$ cat config.mk
export PLATFORM = sky130hd
export DESIGN_NAME = lagrange_interp_weights_top
export DESIGN_NICKNAME = d
export VERILOG_FILES = /design/src/rtl/lgw_pkg.sv /design/src/rtl/lgw_ctrl.sv /design/src/rtl/lgw_dp.sv /design/src/rtl/lagrange_interp_weights_top.sv
export SDC_FILE = /design/constraint.sdc
export NUM_CORES = 2
export LEC_CHECK = 0
export ABC_AREA = 0
export BUFFER_PORTS_ARGS = -buffer_cell sky130_fd_sc_hd__buf_2
export CORE_UTILIZATION = 55
export CTS_CLUSTER_DIAMETER = 120
export DETAILED_ROUTE_END_ITERATION = 8
export GPL_ROUTABILITY_DRIVEN = 1
export PLACE_DENSITY_LB_ADDON = 0.2
export SLEW_MARGIN = 40
export SYNTH_ARGS = -nofsm -noshare
export SYNTH_HDL_FRONTEND = slang
export SYNTH_SLANG_ARGS = --single-unit
$ cat constraint.sdc
create_clock -name i_clk -period 24.3 [get_ports i_clk]
set_input_delay 1.215 -clock i_clk [delete_from_list [all_inputs] [get_ports i_clk]]
set_output_delay 1.215 -clock i_clk [all_outputs]
set_load 0.1 [all_outputs]
$ cat src/rtl/lgw_pkg.sv
package lgw_pkg;

    localparam int ORDER_W = 5;
    localparam int ROW_W   = 17;
    localparam int COORD_W = 32;
    localparam int IDX_W   = 16;
    localparam int TAP_W   = 4;
    localparam int WGT_W   = 32;
    localparam int NUM_W   = 62;
    localparam int DEN_W   = 41;
    localparam int DIV_W   = 63;
    localparam int CFG_IDX_W = 1;

    localparam logic [NUM_W-1:0] NUM_CAP = {NUM_W{1'b1}};
    localparam logic [DEN_W-1:0] DEN_CAP = {DEN_W{1'b1}};
    localparam logic [NUM_W-1:0] ONE_Q30 = NUM_W'(64'd1 << 30);
    localparam logic [WGT_W-1:0] ONE_Q24 = WGT_W'(32'd1 << 24);
    localparam logic [ROW_W-1:0] ROW_MAX = 17'd65536;
    localparam logic [ORDER_W-1:0] ORDER_RST = 5'd4;
    localparam logic [ROW_W-1:0] ROW_RST = 17'd256;

    localparam logic [CFG_IDX_W-1:0] REG_ORDER = 1'b0;
    localparam logic [CFG_IDX_W-1:0] REG_ROW   = 1'b1;

    localparam logic [1:0] KIND_TAP   = 2'd0;
    localparam logic [1:0] KIND_EXACT = 2'd1;
    localparam logic [1:0] KIND_NONE  = 2'd2;

    typedef struct packed {
        logic take;
        logic setup1;
        logic setup2;
        logic tap_init;
        logic mul_hi;
        logic mul_lo;
        logic mul_acc;
        logic skip;
        logic div_init;
        logic div_step;
        logic load_out;
    } t_cmd;

    typedef struct packed {
        logic single;
        logic skip;
        logic i_last;
        logic div_done;
        logic out_free;
        logic j_last;
    } t_sts;

endpackage

$ cat src/rtl/lgw_ctrl.sv
module lgw_ctrl
    import lgw_pkg::*;
(
    input  logic i_clk,
    input  logic i_rst_n,
    input  logic i_valid,
    input  t_sts i_sts,
    output t_cmd o_cmd,
    output logic o_ready
);

    localparam logic [3:0] S_IDLE  = 4'd0;
    localparam logic [3:0] S_SET1  = 4'd1;
    localparam logic [3:0] S_SET2  = 4'd2;
    localparam logic [3:0] S_TINIT = 4'd3;
    localparam logic [3:0] S_MSEL  = 4'd4;
    localparam logic [3:0] S_MHI   = 4'd5;
    localparam logic [3:0] S_MLO   = 4'd6;
    localparam logic [3:0] S_MACC  = 4'd7;
    localparam logic [3:0] S_DINIT = 4'd8;
    localparam logic [3:0] S_DIV   = 4'd9;
    localparam logic [3:0] S_OUT   = 4'd10;
    localparam logic [3:0] S_KIND  = 4'd11;

    logic [3:0] r_state, n_state;

    always_ff @(posedge i_clk) begin
        if (!i_rst_n) begin
            r_state <= S_IDLE;
        end else begin
            r_state <= n_state;
        end
    end

    always_comb begin
        n_state = r_state;
        o_cmd   = '0;
        case (r_state)
            S_IDLE: begin
                if (i_valid) begin
                    o_cmd.take = 1'b1;
                    n_state = S_SET1;
                end
            end
            S_SET1: begin
                o_cmd.setup1 = 1'b1;
                n_state = S_SET2;
            end
            S_SET2: begin
                o_cmd.setup2 = 1'b1;
                n_state = S_KIND;
            end
            S_KIND: begin
                // item kind is registered by now
                n_state = i_sts.single ? S_OUT : S_TINIT;
            end
            S_TINIT: begin
                o_cmd.tap_init = 1'b1;
                n_state = S_MSEL;
            end
            S_MSEL: begin
                if (i_sts.skip) begin
                    o_cmd.skip = 1'b1;
                    if (i_sts.i_last) n_state = S_DINIT;
                end else begin
                    n_state = S_MHI;
                end
            end
            S_MHI: begin
                o_cmd.mul_hi = 1'b1;
                n_state = S_MLO;
            end
            S_MLO: begin
                o_cmd.mul_lo = 1'b1;
                n_state = S_MACC;
            end
            S_MACC: begin
                o_cmd.mul_acc = 1'b1;
                n_state = i_sts.i_last ? S_DINIT : S_MSEL;
            end
            S_DINIT: begin
                o_cmd.div_init = 1'b1;
                n_state = S_DIV;
            end
            S_DIV: begin
                o_cmd.div_step = 1'b1;
                if (i_sts.div_done) n_state = S_OUT;
            end
            S_OUT: begin
                if (i_sts.out_free) begin
                    o_cmd.load_out = 1'b1;
                    n_state = (i_sts.single || i_sts.j_last) ? S_IDLE : S_TINIT;
                end
            end
            default: n_state = S_IDLE;
        endcase
    end

    assign o_ready = (r_state == S_IDLE);

endmodule

$ cat src/rtl/lgw_dp.sv
module lgw_dp
    import lgw_pkg::*;
#(
    parameter int MAX_ORDER = 16
) (
    input  logic                       i_clk,
    input  logic                       i_rst_n,
    input  t_cmd                       i_cmd,
    output t_sts                       o_sts,
    input  logic                       i_cfg_we,
    input  logic [CFG_IDX_W-1:0]       i_cfg_idx,
    input  logic [ROW_W-1:0]           i_cfg_data,
    input  logic signed [COORD_W-1:0]  i_coord,
    input  logic                       i_ready,
    output logic                       o_valid,
    output logic [IDX_W-1:0]           o_first_index,
    output logic [TAP_W-1:0]           o_tap,
    output logic signed [WGT_W-1:0]    o_weight,
    output logic                       o_none_in_range,
    output logic                       o_last
);

    localparam int QW  = $clog2(MAX_ORDER + 1);
    localparam int JW  = $clog2(MAX_ORDER);
    localparam int KW  = QW + 1;
    localparam int TW  = KW + 18;
    localparam int MW  = TW - 1;
    localparam int PHW = 30 + MW;
    localparam int PLW = 32 + MW;

    // configuration
    logic [ORDER_W-1:0] r_order;
    logic [ROW_W-1:0]   r_row;

    always_ff @(posedge i_clk) begin
        if (!i_rst_n) begin
            r_order <= ORDER_RST;
            r_row   <= ROW_RST;
        end else if (i_cfg_we) begin
            case (i_cfg_idx)
                REG_ORDER: r_order <= i_cfg_data[ORDER_W-1:0];
                REG_ROW:   r_row   <= i_cfg_data;
                default:   ;
            endcase
        end
    end

    logic [QW-1:0] q, qm1;
    logic signed [KW-1:0] k_lo, k_hi;
    logic [ROW_W-1:0] dim;

    always_comb begin
        if (r_order == '0) q = QW'(1);
        else if (int'(r_order) > MAX_ORDER) q = QW'(MAX_ORDER);
        else q = QW'(r_order);
        qm1  = q - QW'(1);
        k_lo = -$signed({1'b0, qm1 >> 1});
        k_hi = k_lo + $signed({1'b0, qm1});
        dim  = (r_row > ROW_MAX) ? ROW_MAX : r_row;
    end

    // coordinate set-up
    logic [COORD_W-1:0]  r_coord;
    logic signed [17:0]  r_fl, r_x;
    logic signed [16:0]  r_idx;
    logic                r_exact;
    logic [1:0]          r_kind;
    logic [IDX_W-1:0]    r_d1;
    logic [JW-1:0]       r_j, r_jlast, r_n, r_i;

    logic signed [33:0] c34, base;
    logic signed [19:0] fl20, kl20, kh20, d1raw, d2raw, d1, d2, dimm1, js, jl;
    logic               in_row;

    always_comb begin
        c34   = $signed({{2{r_coord[COORD_W-1]}}, r_coord}) - 34'sd65536;
        base  = q[0] ? c34 + 34'sd32768 : c34;
        fl20  = 20'(r_fl);
        kl20  = 20'(k_lo);
        kh20  = 20'(k_hi);
        d1raw = fl20 + kl20;
        d2raw = fl20 + kh20;
        dimm1 = $signed({3'b000, dim}) - 20'sd1;
        d1    = d1raw[19] ? 20'sd0 : d1raw;
        d2    = (d2raw > dimm1) ? dimm1 : d2raw;
        js    = d1 - fl20 - kl20;
        jl    = d2 - fl20 - kl20;
        in_row = !r_idx[16] && ({1'b0, r_idx[15:0]} < dim);
    end

    always_ff @(posedge i_clk) begin
        if (i_cmd.take) r_coord <= i_coord;
        if (i_cmd.setup1) begin
            r_fl    <= base[33:16];
            r_x     <= 18'(c34 - {base[33:16], 16'b0});
            r_idx   <= c34[32:16];
            r_exact <= (r_coord[15:0] == '0);
        end
        if (i_cmd.setup2) begin
            r_n     <= '0;
            r_j     <= JW'(js);
            r_jlast <= JW'(jl);
            if (r_exact) begin
                r_kind <= in_row ? KIND_EXACT : KIND_NONE;
                r_d1   <= r_idx[15:0];
            end else begin
                r_kind <= (d2 < d1) ? KIND_NONE : KIND_TAP;
                r_d1   <= d1[IDX_W-1:0];
            end
        end else if (i_cmd.load_out) begin
            r_j <= r_j + JW'(1);
            r_n <= r_n + JW'(1);
        end
    end

    // product of factors, one factor per pass through the multiplier
    logic [NUM_W-1:0] r_num;
    logic [DEN_W-1:0] r_den;
    logic             r_neg;
    logic [PHW-1:0]   r_ph;
    logic [PLW-1:0]   r_pl;

    logic signed [KW-1:0] m;
    logic signed [TW-1:0] t;
    logic [MW-1:0]        tmag;
    logic [JW-1:0]        f;
    logic [DEN_W+JW-1:0]  dprod;
    logic [PLW:0]         plr;
    logic [PHW+16:0]      racc;
    logic                 ph_big;

    always_comb begin
        m     = k_lo + $signed(KW'(r_i));
        t     = TW'(r_x) - (TW'(m) <<< 16);
        tmag  = t[TW-1] ? MW'(-t) : MW'(t);
        f     = (r_j > r_i) ? r_j - r_i : r_i - r_j;
        dprod = r_den * f;
        plr   = {1'b0, r_pl} + (PLW+1)'(32'h8000);
        racc  = {1'b0, r_ph, 16'b0} + (PHW+17)'(plr >> 16);
        ph_big = |r_ph[PHW-1:46];
    end

    always_ff @(posedge i_clk) begin
        if (i_cmd.tap_init) begin
            r_num <= ONE_Q30;
            r_den <= DEN_W'(1);
            r_neg <= 1'b0;
            r_i   <= '0;
        end
        if (i_cmd.skip) r_i <= r_i + JW'(1);
        if (i_cmd.mul_hi) begin
            r_ph  <= r_num[NUM_W-1:32] * tmag;
            r_den <= (dprod > (DEN_W+JW)'(DEN_CAP)) ? DEN_CAP : DEN_W'(dprod);
            r_neg <= r_neg ^ t[TW-1] ^ (r_i > r_j);
        end
        if (i_cmd.mul_lo) r_pl <= r_num[31:0] * tmag;
        if (i_cmd.mul_acc) begin
            r_num <= (ph_big || racc > (PHW+17)'(NUM_CAP)) ? NUM_CAP : NUM_W'(racc);
            r_i   <= r_i + JW'(1);
        end
    end

    // restoring divider, one quotient bit a cycle
    logic [DIV_W-1:0] r_dd;
    logic [DEN_W+6:0] r_rem;
    logic [31:0]      r_q;
    logic             r_ovf;
    logic [5:0]       r_dcnt;
    logic [DEN_W+7:0] rs;
    logic [DEN_W+6:0] dv;
    logic             ge;

    always_comb begin
        dv = {1'b0, r_den, 6'b0};
        rs = {r_rem, r_dd[DIV_W-1]};
        ge = rs >= {1'b0, dv};
    end

    always_ff @(posedge i_clk) begin
        if (i_cmd.div_init) begin
            r_dd   <= {1'b0, r_num} + DIV_W'({r_den, 5'b0});
            r_rem  <= '0;
            r_q    <= '0;
            r_ovf  <= 1'b0;
            r_dcnt <= '0;
        end else if (i_cmd.div_step) begin
            r_dd   <= r_dd << 1;
            r_rem  <= ge ? (DEN_W+7)'(rs - {1'b0, dv}) : (DEN_W+7)'(rs);
            r_q    <= {r_q[30:0], ge};
            r_ovf  <= r_ovf | r_q[31];
            r_dcnt <= r_dcnt + 6'd1;
        end
    end

    logic [WGT_W-1:0] wmag, wgt;

    always_comb begin
        if (r_neg) begin
            wmag = (r_ovf || r_q > 32'h8000_0000) ? 32'h8000_0000 : r_q;
            wgt  = 32'd0 - wmag;
        end else begin
            wmag = (r_ovf || r_q[31]) ? 32'h7FFF_FFFF : r_q;
            wgt  = wmag;
        end
    end

    // output register
    always_ff @(posedge i_clk) begin
        if (!i_rst_n) begin
            o_valid <= 1'b0;
        end else if (i_cmd.load_out) begin
            o_valid <= 1'b1;
        end else if (i_ready) begin
            o_valid <= 1'b0;
        end
    end

    always_ff @(posedge i_clk) begin
        if (i_cmd.load_out) begin
            case (r_kind)
                KIND_TAP: begin
                    o_first_index   <= r_d1;
                    o_tap           <= TAP_W'(r_n);
                    o_weight        <= wgt;
                    o_none_in_range <= 1'b0;
                    o_last          <= (r_j == r_jlast);
                end
                KIND_EXACT: begin
                    o_first_index   <= r_d1;
                    o_tap           <= '0;
                    o_weight        <= ONE_Q24;
                    o_none_in_range <= 1'b0;
                    o_last          <= 1'b1;
                end
                default: begin
                    o_first_index   <= '0;
                    o_tap           <= '0;
                    o_weight        <= '0;
                    o_none_in_range <= 1'b1;
                    o_last          <= 1'b1;
                end
            endcase
        end
    end

    always_comb begin
        o_sts.single   = (r_kind != KIND_TAP);
        o_sts.skip     = (r_i == r_j);
        o_sts.i_last   = (r_i == JW'(qm1));
        o_sts.div_done = (r_dcnt == 6'(DIV_W - 1));
        o_sts.out_free = !o_valid || i_ready;
        o_sts.j_last   = (r_j == r_jlast);
    end

endmodule

$ cat src/rtl/lagrange_interp_weights_top.sv
// lagrange interpolation weight generator
// input channel: i_valid / o_ready with i_coord, a 1-based Q16.16 position
// output channel: o_valid / i_ready with first_index, tap, weight (Q8.24),
//   none_in_range and last; one item per in-row tap, last marks the final one
// config: i_cfg_we writes order (index 0) or row_length (index 1) at once
// one coordinate is handled at a time; o_ready is high only when idle
// exact or out-of-row coordinates: result loaded after SET1, SET2 and KIND
// each tap: per numerator factor, a select, high and low partial products
//   and an accumulate on the multiplier; a skip for the own tap; tap and
//   divider set-up; the bit-serial divider; then loading the result
// whole coordinate: set-up states SET1, SET2 and KIND, then each tap in turn,
//   divider dominated
// a result waits in the output register while i_ready is low; the next tap
//   is computed meanwhile and held until the register frees up
// reset sets order 4, row_length 256 and empties the output register
module lagrange_interp_weights_top
    import lgw_pkg::*;
#(
    parameter int MAX_ORDER = 16
) (
    input  logic                       i_clk,
    input  logic                       i_rst_n,
    input  logic                       i_valid,
    output logic                       o_ready,
    input  logic signed [COORD_W-1:0]  i_coord,
    output logic                       o_valid,
    input  logic                       i_ready,
    output logic [IDX_W-1:0]           o_first_index,
    output logic [TAP_W-1:0]           o_tap,
    output logic signed [WGT_W-1:0]    o_weight,
    output logic                       o_none_in_range,
    output logic                       o_last,
    input  logic                       i_cfg_we,
    input  logic [CFG_IDX_W-1:0]       i_cfg_idx,
    input  logic [ROW_W-1:0]           i_cfg_data
);

    t_cmd cmd;
    t_sts sts;

    lgw_ctrl u_ctrl (
        .i_clk   (i_clk),
        .i_rst_n (i_rst_n),
        .i_valid (i_valid),
        .i_sts   (sts),
        .o_cmd   (cmd),
        .o_ready (o_ready)
    );

    lgw_dp #(
        .MAX_ORDER (MAX_ORDER)
    ) u_dp (
        .i_clk           (i_clk),
        .i_rst_n         (i_rst_n),
        .i_cmd           (cmd),
        .o_sts           (sts),
        .i_cfg_we        (i_cfg_we),
        .i_cfg_idx       (i_cfg_idx),
        .i_cfg_data      (i_cfg_data),
        .i_coord         (i_coord),
        .i_ready         (i_ready),
        .o_valid         (o_valid),
        .o_first_index   (o_first_index),
        .o_tap           (o_tap),
        .o_weight        (o_weight),
        .o_none_in_range (o_none_in_range),
        .o_last          (o_last)
    );

endmodule

==> results.txt <==
The type of the worst setup path is register to register. Once the clock tree was built, the resizer swapped 0 gates to a different size. The starting density of the core came out at 0.554. The synthesized instance count is 9,195.

The die extent in x came out at 390 µm. The share of synthesized registers carrying an async set or reset came out at 0. The endpoint of the worst-slack reg-to-reg timing path is u_dp.r_ph[52].

The min-delay analysis places its worst path in the category register to register. The number of pins with negative max-slew slack in the final report came out at 0. The floorplan step set the die height to 390 µm. The final-report hold violation count is 0.

The number of H-tree branching levels is 3. The startpoint identified for the worst register-to-register timing path is u_dp.r_order[2]. The highest net fanout along the worst path came out at 62. The cell taking the most area after synthesis is sky130_fd_sc_hd__fa_1. The number of enable flip-flop cells after synthesis is 430. The total number of placement rows is 142.

The share of synthesized area occupied by flip-flops and latches is 0.184. For hold timing, the worst endpoint is u_dp.r_x[3]. The top-area cell type share of the netlist area came out at 0.315. The count of final setup violators came out at 0.

The via count normalized by instance count came out at 5.79. The flow ran to the end, and the final reports show no timing, DRC or antenna violations. After floorplanning, the core was sized to cover 0.150 mm². Based on the critical path, the design can be clocked at up to 0.0731 GHz. The worst register-to-register path has a setup slack of 10.63 ns.

Max-cap violations in this run came to 0. The slew at the pin closest to its max-slew limit is 0.951 ns. The number of antenna violations at the first check in global routing is 8. The final layout net count came out at 11,000. The most critical setup path has its startpoint at u_dp.r_order[2].

The required time at the endpoint of the critical path is 24.72 ns. The longest clock path from root to sink contains 3 buffers. Setup repair after global routing left no endpoint under its margin. The number of global-route vias before repair is 66,900.

In the final layout, the share of cells above drive strength 1 is 0.0511. On the final layout, the worst hold slack is 0.449 ns. Synthesis instantiated 98 different standard cells from the library. For this design, the sink count on the clock tree is 548.

The slowest stage of the critical path is the sky130_fd_sc_hd__buf_4 cell. The largest stage delay on the critical path is 0.70 ns. Leaving out fill and tap cells, the most frequent cells in the layout are sky130_fd_sc_hd__nand2_1 (1,513), sky130_fd_sc_hd__inv_1 (1,512), sky130_fd_sc_hd__fa_1 (1,302), sky130_fd_sc_hd__ha_1 (640), sky130_fd_sc_hd__a21oi_1 (446). The tree is rooted in a sky130_fd_sc_hd__clkbuf_16.

The worst endpoint data arrival time is 14.10 ns. The total track usage came out at 0.316. The largest net degree at the start of global routing came out at 103. The number of buffers inserted by post-CTS setup repair is 0. The first global-routing pass estimated 374,000 µm of wire. The worst register-to-register path has a depth of 44. The total buffers and inverters traversed by the critical path came out at 8.

After synthesis, the mean cell area works out to 9.01 µm². The count of cells along the worst hold path came out at 0. In the synthesized netlist the dominant register cell turns out to be sky130_fd_sc_hd__edfxtp_1.

The number of vias after detailed routing came out at 64,400. The post-route DRC violation count came out at 0. The clock tree from TritonCTS is done. The number of port buffers is 110. After routing, the total negative slack on setup checks comes to 0 ns. Of the available clock period, the critical path in the final layout requires 0.563. The final period demand of the worst path came out at 13.67 ns. Leaving out fill and tap cells, the most frequent cell in the layout is sky130_fd_sc_hd__nand2_1. Once detailed placement completed, the half-perimeter wirelength came to 173,000 µm. Buffers inserted during clock tree synthesis total 70. In this run, the number of DRC markers left after iteration 0 of detailed routing was 4,866. The count of filler cells inserted in the layout is 13,300.

The hold-fix buffer count after cts is 0. The layout-stage area growth over the synthesis result came out at 6.48%. In the final routed layout, each cell accounts on average for 21.0 µm. The source of the worst hold timing path is u_dp.r_coord[3]. The cell area that synthesis handed to floorplanning was 0.0828 mm².

When the netlist entered floorplanning its net count stood at 11,200. The worst pin sits at a relative slew slack of 0.366. The clock latency at the later pin of the worst-skew pair is 0.71 ns. At the end of routability-driven placement, the weighted congestion stood at 0.948. Among cell families on the critical path, the largest total delay comes from adder cells. The synthesized flop and latch total is 548.

For this design the top-level I/O count stands at 111. Summed over all layers, the global routing overflow is 0. The die covers 0.152 mm². After synthesis, the cell types taking the most area are sky130_fd_sc_hd__fa_1 (31%), sky130_fd_sc_hd__edfxtp_1 (16%), sky130_fd_sc_hd__ha_1 (9.7%), sky130_fd_sc_hd__nand2_1 (6.9%), sky130_fd_sc_hd__inv_1 (6.9%).

The kind of start point of the critical path is a register. The final setup skew came out at 0.0414 ns. The number of optimization iterations in the first detailed-route pass came out at 6.

The clock transition time at the flip-flop clock pins of the worst setup and hold paths came out at 0.07 ns. During synthesis, Yosys emitted a total of 0 warnings. The final wirelength came out at 234,000 µm. The worst setup path is captured at a register. The detail route stage leaves a number of antenna-violating nets equal to 0.
sequential cells by signal, indices dropped and copies added (netlist names), 5 cells and up:
name	cells
u_dp.r_pl	40
u_dp.r_coord	32
u_dp.r_idx	17
u_dp.r_fl	18
u_dp.r_den	41
u_dp.r_x	18
u_dp.r_dcnt	6
u_dp.r_rem	48
u_dp.o_first_index	16
u_dp.r_row	17
u_dp.r_num	62
u_dp.r_q	32
u_dp.r_dd	63
u_dp.r_ph	53
u_dp.r_order	5
u_dp.o_weight	32
u_dp.r_d1	16
stage by stage:
| stage | worst slack, ns | instances | cell area (µm²) | utilization |
|---|---|---|---|---|
| after floorplan | 12.57 | 9195 | 82800 | - |
| after global placement | 10.83 | 11000 | 85400 | 0.571 |
| after detailed placement | 10.62 | 11000 | 85500 | 0.571 |
| after CTS | 10.58 | 11100 | 88100 | 0.589 |
| after global routing | 9.96 | 11100 | 88200 | 0.590 |
| final | 10.63 | 11100 | 88200 | 0.590 |
layout make-up:
cell class | count | area (µm²) | share of cell area
Clock inverter | 53 | 786 | 0.00891
Inverter | 1516 | 5690 | 0.0645
Antenna cell | 4 | 10.0 | 0.000113
Multi-Input combinational cell | 6672 | 60500 | 0.686
Tap cell | 2016 | 2520 | 0.0286
Sequential cell | 548 | 15300 | 0.173
Timing Repair Buffer | 241 | 1640 | 0.0186
Clock buffer | 77 | 1810 | 0.0205
worst register-to-register path, delay by kind of cell, from the launching register on:
family / cells / cell delay (ns)
simple gates: 8 / 1.47
compound gates: 11 / 3.58
flops: 1 / 0.36
buf+inv: 8 / 1.29
fa+ha+maj: 12 / 5.38
xor+xnor: 5 / 1.34
per-layer routing:
| metal | track usage | vias to the layer above | share of wire |
|---|---|---|---|
| li1 | - | 29100 | - |
| met1 | 0.413 | 32300 | 0.40 |
| met2 | 0.519 | 2451 | 0.47 |
| met3 | 0.0499 | 587 | 0.074 |
| met4 | 0.139 | 0 | 0.048 |
| met5 | 0 | - | 0 |
cells in the mapped netlist (11+ instances only):
library cell / number
sky130_fd_sc_hd__nand2_1: 1515
sky130_fd_sc_hd__inv_1: 1514
sky130_fd_sc_hd__fa_1: 1302
sky130_fd_sc_hd__ha_1: 640
sky130_fd_sc_hd__a21oi_1: 446
sky130_fd_sc_hd__clkbuf_1: 439
sky130_fd_sc_hd__edfxtp_1: 430
sky130_fd_sc_hd__and2_1: 398
sky130_fd_sc_hd__nor2_1: 343
sky130_fd_sc_hd__xnor2_1: 244
sky130_fd_sc_hd__o21ai_0: 242
sky130_fd_sc_hd__xor2_1: 148
sky130_fd_sc_hd__a21o_1: 138
sky130_fd_sc_hd__nor2b_1: 134
sky130_fd_sc_hd__nand3_1: 121
sky130_fd_sc_hd__dfxtp_1: 118
sky130_fd_sc_hd__nor3_1: 105
sky130_fd_sc_hd__o21ai_1: 63
sky130_fd_sc_hd__mux2i_1: 61
sky130_fd_sc_hd__nand4_1: 58
sky130_fd_sc_hd__nand2b_1: 56
sky130_fd_sc_hd__and3_1: 53
sky130_fd_sc_hd__o21a_1: 49
sky130_fd_sc_hd__a31oi_1: 48
sky130_fd_sc_hd__a211oi_1: 45
sky130_fd_sc_hd__o22ai_1: 41
sky130_fd_sc_hd__o21bai_1: 37
sky130_fd_sc_hd__or3_1: 32
sky130_fd_sc_hd__o211ai_1: 29
sky130_fd_sc_hd__nor4_1: 25
sky130_fd_sc_hd__o31ai_1: 23
sky130_fd_sc_hd__or2_2: 17
sky130_fd_sc_hd__a221oi_1: 13
sky130_fd_sc_hd__nand3b_1: 13
sky130_fd_sc_hd__o2111ai_1: 13
sky130_fd_sc_hd__and4_1: 12
sky130_fd_sc_hd__or4_1: 12
sky130_fd_sc_hd__a21boi_0: 11
logic make-up after synthesis:
group / synth area share
xor+xnor: 0.0414
fa+ha+maj: 0.411
flops: 0.184
mux: 0.00873
buf+inv: 0.0899
simple gates: 0.163
compound gates: 0.101
worst max path at each step:
stage | to | slack (ns) | depth (start not counted)
after detailed placement | u_dp.r_ph[52] | 10.62 | 44
after CTS | u_dp.r_ph[52] | 10.58 | 44
after global placement | u_dp.r_ph[52] | 10.83 | 44
after floorplan | u_dp.r_ph[52] | 12.57 | 46
final | u_dp.r_ph[52] | 10.63 | 44
after global routing | u_dp.r_ph[52] | 9.96 | 44
Power is left out: the tool's default activity adds up to more than one toggle a clock period on the data nets, which glitch-free logic cannot reach.
